## src/design/wheel_gear_command_controller_top_defines.svh

```systemverilog
// assertion macros for the wheel gear command controller
// used by design/wheel_gear_command_controller_top.sv; needs ports clock and reset in scope
`ifndef WHEEL_GEAR_COMMAND_CONTROLLER_TOP_DEFINES_SVH
`define WHEEL_GEAR_COMMAND_CONTROLLER_TOP_DEFINES_SVH
`ifndef SYNTH
// condition implies consequence in the same cycle
`define WGCC_ASSERT_IMPL(label, cond, cons, msg) \
   label: assert property (@(posedge clock) disable iff (reset) (cond) |-> (cons)) \
      else $error(msg);
// condition implies consequence in the next cycle
`define WGCC_ASSERT_NEXT(label, cond, cons, msg) \
   label: assert property (@(posedge clock) disable iff (reset) (cond) |=> (cons)) \
      else $error(msg);
`else
`define WGCC_ASSERT_IMPL(label, cond, cons, msg)
`define WGCC_ASSERT_NEXT(label, cond, cons, msg)
`endif
`endif

```

## src/design/wgcc_pkg.sv

```systemverilog
// types, codes and reset constants of the wheel gear command controller
// no dependencies; imported by wgcc_step and the top level
`default_nettype none
package wgcc_pkg;

   typedef logic signed [2:0] gear_type;

   typedef enum logic {
      OP_COMMAND = 1'b0,
      OP_TICK    = 1'b1
   } opcode_type;

   typedef enum logic [2:0] {
      CSR_SPEED_LOW     = 3'd0,
      CSR_SPEED_MID     = 3'd1,
      CSR_SPEED_HIGH    = 3'd2,
      CSR_CIRCLE_LENGTH = 3'd3,
      CSR_CIRCLE_SPLIT  = 3'd4
   } csr_index_type;

   // command characters
   localparam logic [7:0] CMD_UP       = 8'h77; // w
   localparam logic [7:0] CMD_DOWN     = 8'h73; // s
   localparam logic [7:0] CMD_CURVE_L  = 8'h71; // q
   localparam logic [7:0] CMD_CURVE_R  = 8'h65; // e
   localparam logic [7:0] CMD_SPIN_R   = 8'h64; // d
   localparam logic [7:0] CMD_SPIN_L   = 8'h61; // a
   localparam logic [7:0] CMD_CIRCLE   = 8'h38; // 8

   // direction bits per wheel, forward and backward
   localparam logic [7:0] DIR_RF_FWD = 8'h80;
   localparam logic [7:0] DIR_RF_BCK = 8'h02;
   localparam logic [7:0] DIR_RB_FWD = 8'h20;
   localparam logic [7:0] DIR_RB_BCK = 8'h10;
   localparam logic [7:0] DIR_LF_FWD = 8'h04;
   localparam logic [7:0] DIR_LF_BCK = 8'h01;
   localparam logic [7:0] DIR_LB_FWD = 8'h40;
   localparam logic [7:0] DIR_LB_BCK = 8'h08;

   localparam int SPEED_W   = 20;
   localparam int COUNTER_W = 9;

   // register reset values
   localparam logic [SPEED_W-1:0]   SPEED_LOW_RST     = 20'd393216;
   localparam logic [SPEED_W-1:0]   SPEED_MID_RST     = 20'd786432;
   localparam logic [SPEED_W-1:0]   SPEED_HIGH_RST    = 20'd1048575;
   localparam logic [COUNTER_W-1:0] CIRCLE_LENGTH_RST = 9'd432;
   localparam logic [COUNTER_W-1:0] CIRCLE_SPLIT_RST  = 9'd182;

   typedef struct packed {
      gear_type               lf;
      gear_type               lb;
      gear_type               rf;
      gear_type               rb;
      logic                   turning;
      logic [COUNTER_W-1:0]   counter;
   } drive_state_type;

   typedef struct packed {
      logic [SPEED_W-1:0]     speed_low;
      logic [SPEED_W-1:0]     speed_mid;
      logic [SPEED_W-1:0]     speed_high;
      logic [COUNTER_W-1:0]   circle_length;
      logic [COUNTER_W-1:0]   circle_split;
   } csr_type;

   typedef struct packed {
      logic [7:0]             direction_bits;
      logic [SPEED_W-1:0]     speed_right_front;
      logic [SPEED_W-1:0]     speed_left_back;
      logic [SPEED_W-1:0]     speed_left_front;
      logic [SPEED_W-1:0]     speed_right_back;
   } result_type;

endpackage
`default_nettype wire

```

## src/design/wgcc_step.sv

```systemverilog
// next gear state and result word for one command or tick
// depends on wgcc_pkg
`default_nettype none
module wgcc_step (
   input  wire wgcc_pkg::drive_state_type state_i,
   input  wire wgcc_pkg::csr_type         csr_i,
   input  wire logic                      opcode_i,
   input  wire logic [7:0]                command_i,
   output wgcc_pkg::drive_state_type      state_o,
   output logic                           result_valid_o,
   output wgcc_pkg::result_type           result_o
);
   import wgcc_pkg::*;

   logic signed [3:0] lf_tgt, lb_tgt, rf_tgt, rb_tgt;
   gear_type          lf_new, lb_new, rf_new, rb_new;
   logic [COUNTER_W-1:0] cnt_dec;

   // widen a gear by one sign bit
   function automatic logic signed [3:0] widen(input gear_type g);
      return $signed({g[2], g});
   endfunction

   // saturate to plus or minus three
   function automatic gear_type clamp(input logic signed [3:0] g);
      gear_type r;
      if (g > 4'sd3)       r = 3'sd3;
      else if (g < -4'sd3) r = -3'sd3;
      else                 r = g[2:0];
      return r;
   endfunction

   // pwm value from gear magnitude
   function automatic logic [SPEED_W-1:0] pwm(input gear_type g, input csr_type c);
      logic signed [3:0] w;
      logic [3:0]        m;
      logic [SPEED_W-1:0] r;
      w = widen(g);
      m = (w < 0) ? 4'(-w) : 4'(w);
      case (m)
         4'd0:    r = '0;
         4'd1:    r = c.speed_low;
         4'd2:    r = c.speed_mid;
         default: r = c.speed_high;
      endcase
      return r;
   endfunction

   assign cnt_dec = state_i.counter - 9'd1;

   // command and tick decode
   always_comb begin
      state_o        = state_i;
      result_valid_o = 1'b0;
      lf_tgt = '0;
      lb_tgt = '0;
      rf_tgt = '0;
      rb_tgt = '0;
      if (opcode_i == OP_TICK) begin
         if (state_i.counter != '0) begin
            result_valid_o  = 1'b1;
            state_o.turning = 1'b1;
            if (state_i.counter >= csr_i.circle_split) begin
               // right curve
               state_o.counter = cnt_dec;
               lf_tgt = 4'sd3; lb_tgt = 4'sd3; rf_tgt = 4'sd0; rb_tgt = 4'sd1;
            end else begin
               // left curve, reload at the end of the circle
               state_o.counter = (cnt_dec == '0) ? csr_i.circle_length : cnt_dec;
               lf_tgt = 4'sd0; lb_tgt = 4'sd1; rf_tgt = 4'sd3; rb_tgt = 4'sd3;
            end
         end
      end else begin
         unique case (command_i)
            CMD_UP: begin
               result_valid_o  = 1'b1;
               state_o.counter = '0;
               state_o.turning = 1'b0;
               if (state_i.turning) begin
                  lf_tgt = 4'sd2; lb_tgt = 4'sd2; rf_tgt = 4'sd2; rb_tgt = 4'sd2;
               end else begin
                  lf_tgt = widen(state_i.lf) + 4'sd1;
                  lb_tgt = widen(state_i.lb) + 4'sd1;
                  rf_tgt = widen(state_i.rf) + 4'sd1;
                  rb_tgt = widen(state_i.rb) + 4'sd1;
               end
            end
            CMD_DOWN: begin
               result_valid_o  = 1'b1;
               state_o.counter = '0;
               state_o.turning = 1'b0;
               if (!state_i.turning) begin
                  lf_tgt = widen(state_i.lf) - 4'sd1;
                  lb_tgt = widen(state_i.lb) - 4'sd1;
                  rf_tgt = widen(state_i.rf) - 4'sd1;
                  rb_tgt = widen(state_i.rb) - 4'sd1;
               end
            end
            CMD_CURVE_L: begin
               result_valid_o  = 1'b1;
               state_o.turning = 1'b1;
               lf_tgt = 4'sd0; lb_tgt = 4'sd1; rf_tgt = 4'sd3; rb_tgt = 4'sd3;
            end
            CMD_CURVE_R: begin
               result_valid_o  = 1'b1;
               state_o.turning = 1'b1;
               lf_tgt = 4'sd3; lb_tgt = 4'sd3; rf_tgt = 4'sd0; rb_tgt = 4'sd1;
            end
            CMD_SPIN_R: begin
               result_valid_o  = 1'b1;
               state_o.counter = '0;
               state_o.turning = 1'b1;
               lf_tgt = 4'sd2; lb_tgt = 4'sd2; rf_tgt = -4'sd2; rb_tgt = -4'sd2;
            end
            CMD_SPIN_L: begin
               result_valid_o  = 1'b1;
               state_o.counter = '0;
               state_o.turning = 1'b1;
               lf_tgt = -4'sd2; lb_tgt = -4'sd2; rf_tgt = 4'sd2; rb_tgt = 4'sd2;
            end
            CMD_CIRCLE: begin
               state_o.counter = csr_i.circle_length;
            end
            default: begin
               // stop
               result_valid_o  = 1'b1;
               state_o.counter = '0;
               state_o.turning = 1'b0;
            end
         endcase
      end
      if (result_valid_o) begin
         state_o.lf = lf_new;
         state_o.lb = lb_new;
         state_o.rf = rf_new;
         state_o.rb = rb_new;
      end
   end

   assign lf_new = clamp(lf_tgt);
   assign lb_new = clamp(lb_tgt);
   assign rf_new = clamp(rf_tgt);
   assign rb_new = clamp(rb_tgt);

   // result word from the new gears
   always_comb begin
      result_o.direction_bits = (rf_new[2] ? DIR_RF_BCK : DIR_RF_FWD)
                              | (rb_new[2] ? DIR_RB_BCK : DIR_RB_FWD)
                              | (lf_new[2] ? DIR_LF_BCK : DIR_LF_FWD)
                              | (lb_new[2] ? DIR_LB_BCK : DIR_LB_FWD);
      result_o.speed_right_front = pwm(rf_new, csr_i);
      result_o.speed_left_back   = pwm(lb_new, csr_i);
      result_o.speed_left_front  = pwm(lf_new, csr_i);
      result_o.speed_right_back  = pwm(rb_new, csr_i);
   end

endmodule
`default_nettype wire

```

## src/design/wheel_gear_command_controller_top.sv

```systemverilog
// top level of the wheel gear command controller: input word, state and result registers
// depends on wgcc_pkg, wgcc_step and wheel_gear_command_controller_top_defines.svh
//
//   channel   ports                         direction
//   req       req_valid/req_ready + fields  in: command byte or tick
//   rsp       rsp_valid/rsp_ready + fields  out: direction byte and four speeds
//   csr       csr_valid/csr_ready, index    in: register write, always ready
//
// one word per cycle unless a waiting result stalls it: a word is held in the
// input register, then the step logic updates the state and, if the word gives
// a result, loads the result register; rsp_valid rises with that load.
// while a result waits the input register takes one more word and holds it;
// it stalls only when it is full and the result register cannot be emptied.
// reset is synchronous and restores gears, counter and register defaults.
`default_nettype none
`include "wheel_gear_command_controller_top_defines.svh"
module wheel_gear_command_controller_top (
   input  wire  logic                          clock,
   input  wire  logic                          reset,
   input  wire  logic                          req_valid,
   output logic                                req_ready,
   input  wire  logic                          req_opcode,
   input  wire  logic [7:0]                    req_command_byte,
   output logic                                rsp_valid,
   input  wire  logic                          rsp_ready,
   output logic [7:0]                          rsp_direction_bits,
   output logic [wgcc_pkg::SPEED_W-1:0]        rsp_speed_right_front,
   output logic [wgcc_pkg::SPEED_W-1:0]        rsp_speed_left_back,
   output logic [wgcc_pkg::SPEED_W-1:0]        rsp_speed_left_front,
   output logic [wgcc_pkg::SPEED_W-1:0]        rsp_speed_right_back,
   input  wire  logic                          csr_valid,
   output logic                                csr_ready,
   input  wire  logic [2:0]                    csr_index,
   input  wire  logic [wgcc_pkg::SPEED_W-1:0]  csr_data
);
   import wgcc_pkg::*;

   logic            in_valid_ff, in_valid_in;
   logic            in_opcode_ff;
   logic [7:0]      in_command_ff;
   drive_state_type state_ff, state_in, step_state;
   csr_type         csr_ff, csr_in;
   logic            rsp_valid_ff, rsp_valid_in;
   result_type      result_ff, step_result;
   logic            step_valid;
   logic            advance;

   // handshakes
   assign advance   = in_valid_ff && (!rsp_valid_ff || rsp_ready);
   assign req_ready = !in_valid_ff || advance;
   assign csr_ready = 1'b1;

   wgcc_step u_step (
      .state_i        (state_ff),
      .csr_i          (csr_ff),
      .opcode_i       (in_opcode_ff),
      .command_i      (in_command_ff),
      .state_o        (step_state),
      .result_valid_o (step_valid),
      .result_o       (step_result)
   );

   // next values
   always_comb begin
      in_valid_in  = (req_valid && req_ready) || (in_valid_ff && !advance);
      state_in     = advance ? step_state : state_ff;
      rsp_valid_in = (advance && step_valid) || (rsp_valid_ff && !rsp_ready);
      csr_in       = csr_ff;
      if (csr_valid) begin
         unique case (csr_index)
            CSR_SPEED_LOW:     csr_in.speed_low     = csr_data;
            CSR_SPEED_MID:     csr_in.speed_mid     = csr_data;
            CSR_SPEED_HIGH:    csr_in.speed_high    = csr_data;
            CSR_CIRCLE_LENGTH: csr_in.circle_length = csr_data[COUNTER_W-1:0];
            CSR_CIRCLE_SPLIT:  csr_in.circle_split  = csr_data[COUNTER_W-1:0];
            default:           csr_in = csr_ff;
         endcase
      end
   end

   // control state and registers
   always_ff @(posedge clock) begin
      if (reset) begin
         in_valid_ff  <= 1'b0;
         rsp_valid_ff <= 1'b0;
         state_ff     <= '0;
         csr_ff.speed_low     <= SPEED_LOW_RST;
         csr_ff.speed_mid     <= SPEED_MID_RST;
         csr_ff.speed_high    <= SPEED_HIGH_RST;
         csr_ff.circle_length <= CIRCLE_LENGTH_RST;
         csr_ff.circle_split  <= CIRCLE_SPLIT_RST;
      end else begin
         in_valid_ff  <= in_valid_in;
         rsp_valid_ff <= rsp_valid_in;
         state_ff     <= state_in;
         csr_ff       <= csr_in;
      end
   end

   // payload registers
   always_ff @(posedge clock) begin
      if (req_valid && req_ready) begin
         in_opcode_ff  <= req_opcode;
         in_command_ff <= req_command_byte;
      end
      if (advance && step_valid) begin
         result_ff <= step_result;
      end
   end

   assign rsp_valid             = rsp_valid_ff;
   assign rsp_direction_bits    = result_ff.direction_bits;
   assign rsp_speed_right_front = result_ff.speed_right_front;
   assign rsp_speed_left_back   = result_ff.speed_left_back;
   assign rsp_speed_left_front  = result_ff.speed_left_front;
   assign rsp_speed_right_back  = result_ff.speed_right_back;

   // checks
   `WGCC_ASSERT_IMPL(a_gear_lf, 1'b1, state_ff.lf != 3'b100, "left front gear out of range")
   `WGCC_ASSERT_IMPL(a_gear_lb, 1'b1, state_ff.lb != 3'b100, "left back gear out of range")
   `WGCC_ASSERT_IMPL(a_gear_rf, 1'b1, state_ff.rf != 3'b100, "right front gear out of range")
   `WGCC_ASSERT_IMPL(a_gear_rb, 1'b1, state_ff.rb != 3'b100, "right back gear out of range")
   `WGCC_ASSERT_NEXT(a_word_held, in_valid_ff && !advance, in_valid_ff, "input word lost")
   `WGCC_ASSERT_NEXT(a_result_loaded, advance && step_valid, rsp_valid_ff, "result not shown")

endmodule
`default_nettype wire
```

## config.mk

```make
export PLATFORM = sky130hd
export DESIGN_NAME = wheel_gear_command_controller_top
export DESIGN_NICKNAME = d
export VERILOG_FILES = /design/src/design/wgcc_pkg.sv /design/src/design/wgcc_step.sv /design/src/design/wheel_gear_command_controller_top.sv
export VERILOG_INCLUDE_DIRS = /design/src /design/src/design
export SDC_FILE = /design/constraint.sdc
export NUM_CORES = 1
export LEC_CHECK = 0
export BUFFER_PORTS_ARGS = -buffer_cell sky130_fd_sc_hd__buf_2
export CORE_MARGIN = 8
export CORE_UTILIZATION = 60
export CTS_BUF_LIST = sky130_fd_sc_hd__clkbuf_8 sky130_fd_sc_hd__clkbuf_16
export CTS_CLUSTER_SIZE = 24
export DETAILED_ROUTE_END_ITERATION = 8
export GPL_TIMING_DRIVEN = 0
export PLACE_DENSITY = 0.84
export SYNTH_ARGS = -nofsm -noshare
export SYNTH_HDL_FRONTEND = slang
export SYNTH_SLANG_ARGS = --single-unit
```

## constraint.sdc

```tcl
create_clock -name clock -period 6 [get_ports clock]
set_clock_uncertainty 0.05 [all_clocks]
set_input_delay 0.6 -clock clock [delete_from_list [all_inputs] [get_ports clock]]
set_output_delay 0.6 -clock clock [all_outputs]
set_load 0.01 [all_outputs]
```

## Yosys cells after proc, flatten, opt, wreduce, memory -nomap -nowiden

Index checks and enable logic that the tools add are counted.

- Register bits: 199
- Output and inout port bits: 91
- Bits of input ports: 37

- Order comparisons: 13
- Bitwise operators: 3
- Add/subtract/negate cells: 13
- Reductions and logical operators: 30
- Multiplexer cells: 53
- Eq/ne operators: 22

Operators with widths:

| operator | number |
|---|---|
| case mux 20 bit (3 select lines) | 4 |
| 2-to-1 mux 4 bit | 20 |
| equality test 8 x 7 -> 1 bit (second input constant) | 6 |
| case mux 4 bit (6 select lines) | 2 |
| case mux 4 bit (5 select lines) | 2 |
| 2-to-1 mux 3 bit | 9 |
| OR 8 bit | 3 |
| 2-to-1 mux 10 bit | 2 |
| 2-to-1 mux 9 bit | 2 |
| case mux 9 bit (2 select lines) | 1 |
| adder 3 x 2 -> 4 bit (second input constant) | 4 |
| equality test 4 x 1 -> 1 bit (second input constant) | 4 |
| equality test 4 x 2 -> 1 bit (second input constant) | 4 |
| > comparator 4 x 3 -> 1 bit (second input constant) | 4 |
| zero test 4 bit | 4 |
| < comparator 4 x 3 -> 1 bit (second input constant) | 4 |
| negation 3 -> 4 bit | 4 |
| subtractor 3 x 2 -> 4 bit (second input constant) | 4 |
| < comparator 3 x 1 -> 1 bit (second input constant) | 4 |
| AND reduction 2 bit | 6 |
| greater-or-equal comparator 9 bit | 1 |
| zero test 9 bit | 1 |
| nonzero test 9 bit | 1 |
| subtractor 9 x 1 -> 9 bit (second input constant) | 1 |
| 19 further kinds | 37 |

## Longest topological paths before layout

- Depth after elaboration: 11
- Gate-level depth with buffers: 16

## Cells and area by module

A second synthesis with hierarchy kept.

- Cell total of the unflattened synthesis: 1,179
- Area total of the unflattened synthesis: 11,061.9 um^2

By module, submodules not included:

| module | cells each | times used | seq. area each (um^2) | area an instance (um^2) |
|---|---|---|---|---|
| wheel_gear_command_controller_top | 536 | 1 | 4,954.8 | 6,702.7 |
| wgcc_step | 643 | 1 | 0.0 | 4,359.2 |

## Least setup slack after synthesis

Ideal clock, no wire load.

- Path kind: register to register
- From: reg state_ff[0] (netlist name)
- To: reg result_ff, in the netlist rsp_direction_bits[0], enable pin
- Period minus slack after synthesis: 3,515 ps
- Path slack: 2,485 ps
- Arrival: 3,055 ps
- Cell stages (with the launch flop): 11
- Buffers on the path: 3
- Path through: dfxtp_1 -> inv_1 -> ha_1 -> buf_2 -> nor3b_2 -> nand4_2 -> nand3_1 -> or2_2 -> buf_2 -> clkinv_1 -> buf_2

- Cells in the longest elaborated chain, start to end: 4

Ends and longest elaborated chain:

| element | line | source |
|---|---|---|
| start, declared | wheel_gear_command_controller_top.sv:41 | `drive_state_type state_ff, state_in, step_state;` |
| start signal, assigned | wheel_gear_command_controller_top.sv:95 | `state_ff <= state_in;` |
| nonzero test 9 bit | wgcc_step.sv:60 | `if (state_i.counter != '0) begin` |
| 2-to-1 mux 1 bit | wgcc_step.sv:60 |  |
| 2-to-1 mux 1 bit | wgcc_step.sv:59 | `if (opcode_i == OP_TICK) begin` |
| logical AND 1 bit | wheel_gear_command_controller_top.sv:106 | `if (advance && step_valid) begin` |
| end signal, assigned | wheel_gear_command_controller_top.sv:107 | `result_ff <= step_result;` |
| end, declared | wheel_gear_command_controller_top.sv:44 | `result_type result_ff, step_result;` |

Every way passes these cells.
A chain may end at the register's enable or synchronous reset.

==> flow_summary.json <==
{
  "ant_nets": 0,
  "cp.required_ns": 6.13,
  "vias_per_cell": 6.355,
  "cts_tree": "yes",
  "finalNonFillerCells": 1463,
  "slowest_delay_ns": 0.68,
  "worstSetupStartpointType": "flop",
  "synth-edff-count": 97,
  "vias": 9298,
  "critPathBufInv": 3,
  "nNetsFinal": 1293,
  "hp-class": "in2reg",
  "routedWlPerCell_um": 20.92,
  "postRouteWirelength_um": 30610,
  "outcome": "completed",
  "setup_tns_ns": 0,
  "die_w_um": 146.5,
  "io_pins": 128,
  "cts_buffers": 17,
  "drc": 0,
  "synth_top_cell_by_area": "edfxtp_1",
  "grt_pass1_vias": 8691,
  "layout_common_cells": "nand2_1, buf_2, dfxtp_1",
  "ys_types": 82,
  "grt_overflow": 0,
  "post-route-min-period_ns": 4.258,
  "cp_max_fo": 10,
  "row_count": 47,
  "syn_nets": 1148,
  "syn_area_um2": 10220,
  "root_buffer": "clkbuf_16",
  "dr.pass1.iters": 6,
  "cts_setup_buffers": 0,
  "path_clk_slew_ns": 0.07,
  "critical_path.cell_chain": "inv_1 -> ha_1 -> nor2b_1 -> o21ai_0 -> a211oi_1 -> nand3_1 -> a22oi_1 -> inv_1 -> ha_1 -> nor4_1 -> a31oi_1 -> o21a_1 -> buf_2 -> a221o_1",
  "ys_seq_area_share_pct": 48.48,
  "power_uw": 3347,
  "postSynthCellCount": 1084,
  "whs_ns": 0.2820,
  "grt_usage_pct": 28.15,
  "hold_viol_final": 0,
  "synthArstFlopShare_pct": 0,
  "period_share_pct": 70.96,
  "drtIter0Drc": 1415,
  "postPlaceCellArea_um2": 11150,
  "tightestPinTransition_ns": 0.8520,
  "die_h_um": 146.5,
  "arrival_ns": 4.38,
  "grt_max_degree": 66,
  "hold_buffers": 0,
  "synth_top_area_share_pct": 28.50,
  "end_kind": "flop",
  "cts_sinks": 199,
  "yosysWarnings": 0,
  "peakVddDrop_uv": 210.5,
  "port-buffer-count": 125,
  "htreeDepth": 4,
  "final_common_cell": "nand2_1",
  "cpLargestDelayFamily": "compound AO/OA/AOI/OAI gates",
  "dp_cells": 1430,
  "crit_type": "reg2reg",
  "power.leakage_uw": 0.004676,
  "syn2layout_area_growth_pct": 14.53,
  "setup_viol": 0,
  "antenna_found_initial": 1,
  "drv_slew": 0,
  "fin_area_um2": 11710,
  "max_slew_margin_pct": 43.20,
  "synthTopCellsByArea": "edfxtp_1, dfxtp_1, nand2_1",
  "cts_resized": 0,
  "ys_ff_latch": 199,
  "rsz0062_at_grt": "no",
  "design.core.area_um2": 16640,
  "fmax_mhz": 234.9,
  "ys.flop_type": "dfxtp_1",
  "die-area_um2": 21470,
  "power_density_nw_per_um2": 285.9,
  "cpMaxStageDelayCell": "a211oi_1",
  "dpl.hpwl_um": 21510,
  "drive_gt1_share_pct": 16.34,
  "initial_core_util_pct": 61.41,
  "clkLatencyLatePin_ns": 0.44,
  "grt_pass1_wl_um": 48070,
  "drv_cap": 0,
  "place.gp.congestion": 0.9440,
  "clk_path_buf_depth": 2,
  "synth_area_per_cell_um2": 9.428
}
[Yosys cell counts, drive strengths merged (5+ instances only)]
library cell	number
a21oi	91
nand3	16
a31oi	7
o21ai	20
and3	5
or2	5
ha	27
nor3	13
nand3b	38
inv	32
dfxtp	102
o211ai	25
o21a	5
buf	25
mux2i	27
a22oi	24
a211oi	10
clkbuf	53
nor2	46
nor2b	5
xor2	6
nand4	26
a221o	41
nand2	223
edfxtp	97
nand2b	5
and2	46
[sequential cells by signal (all words and copies together) (netlist names)]
| register | cells |
|---|---|
| in_command_ff | 8 |
| rsp_direction_bits | 8 |
| in_opcode_ff | 1 |
| rsp_speed_left_back | 20 |
| csr_ff | 78 |
| in_valid_ff | 1 |
| rsp_speed_right_back | 20 |
| rsp_valid | 1 |
| state_ff | 22 |
| rsp_speed_left_front | 20 |
| rsp_speed_right_front | 20 |
[kinds of logic after synthesis]
family	share of synthesized area, %
AO/OA/AOI/OAI	17.58
XOR/XNOR	0.8570
adder cells (fa/ha/maj)	3.403
buffers and inverters	4.726
flip-flops	48.48
multiplexers	2.644
other	0.03669
AND/OR/NAND/NOR	22.27
[stage by stage]
stage,setup WS [ns],utilization [%]
3_5_place_dp,1.825,67.00
5_1_grt,1.399,70.33
6_report,1.742,70.33
2_1_floorplan,2.485,-
4_1_cts,1.821,70.32
3_3_place_gp,1.643,66.82
[power by group]
| part | total, uW | internal (uW) | switching (uW) |
|---|---|---|---|
| clock | 1080 | 557 | 524 |
| combinational | 677 | 246 | 432 |
| sequential | 1590 | 1540 | 47.6 |
| total | 3350 | 2340 | 1000 |
[path summary, 6_finish.rpt]
path / start / to / slack (ns) / cells after the start
worst max register to register: state_ff[0]$_SDFFE_PP0P_ / rsp_speed_right_front[3]$_DFFE_PP_ / 1.74 / 14
worst min-delay path: req_command_byte[5] / in_command_ff[5]$_DFFE_PP_ / 0.28 / 1
worst max-delay path: state_ff[0]$_SDFFE_PP0P_ / rsp_speed_right_front[3]$_DFFE_PP_ / 1.74 / 14
worst min register to register: csr_ff[6]$_SDFFE_PP0P_ / csr_ff[6]$_SDFFE_PP0P_ / 0.41 / 2
[worst register-to-register path, cell delays in order, from the launching register on]
cell      delay [ns]
dfxtp_1         0.47
inv_1           0.14
ha_1            0.31
nor2b_1         0.10
o21ai_0         0.13
a211oi_1        0.68
nand3_1         0.24
a22oi_1         0.34
inv_1           0.08
ha_1            0.27
nor4_1          0.27
a31oi_1         0.09
o21a_1          0.21
buf_2           0.24
a221o_1         0.38
[per-layer routing]
layer / vias to the layer above / track usage, % / wire length [um]
met3: 126 / 7.911 / 3551
met5: - / 0 / 0
li1: 4223 / - / -
met1: 4309 / 35.30 / 11810
met4: 0 / 14.06 / 1316
met2: 640 / 43.82 / 13940
[area by class of cell]
type                       instances  area, um2
antenna                            1      2.502
buffer                            78      361.6
clock buffer                      19      452.9
clock inverter                    13      98.84
fill                            1295       4937
inverter                          33      123.9
multi-input combinational        774       4782
sequential                       199       4955
tap                              220      275.3
timing repair buffer             126      653.1
Note: power is estimated with default switching activity, not from simulation.
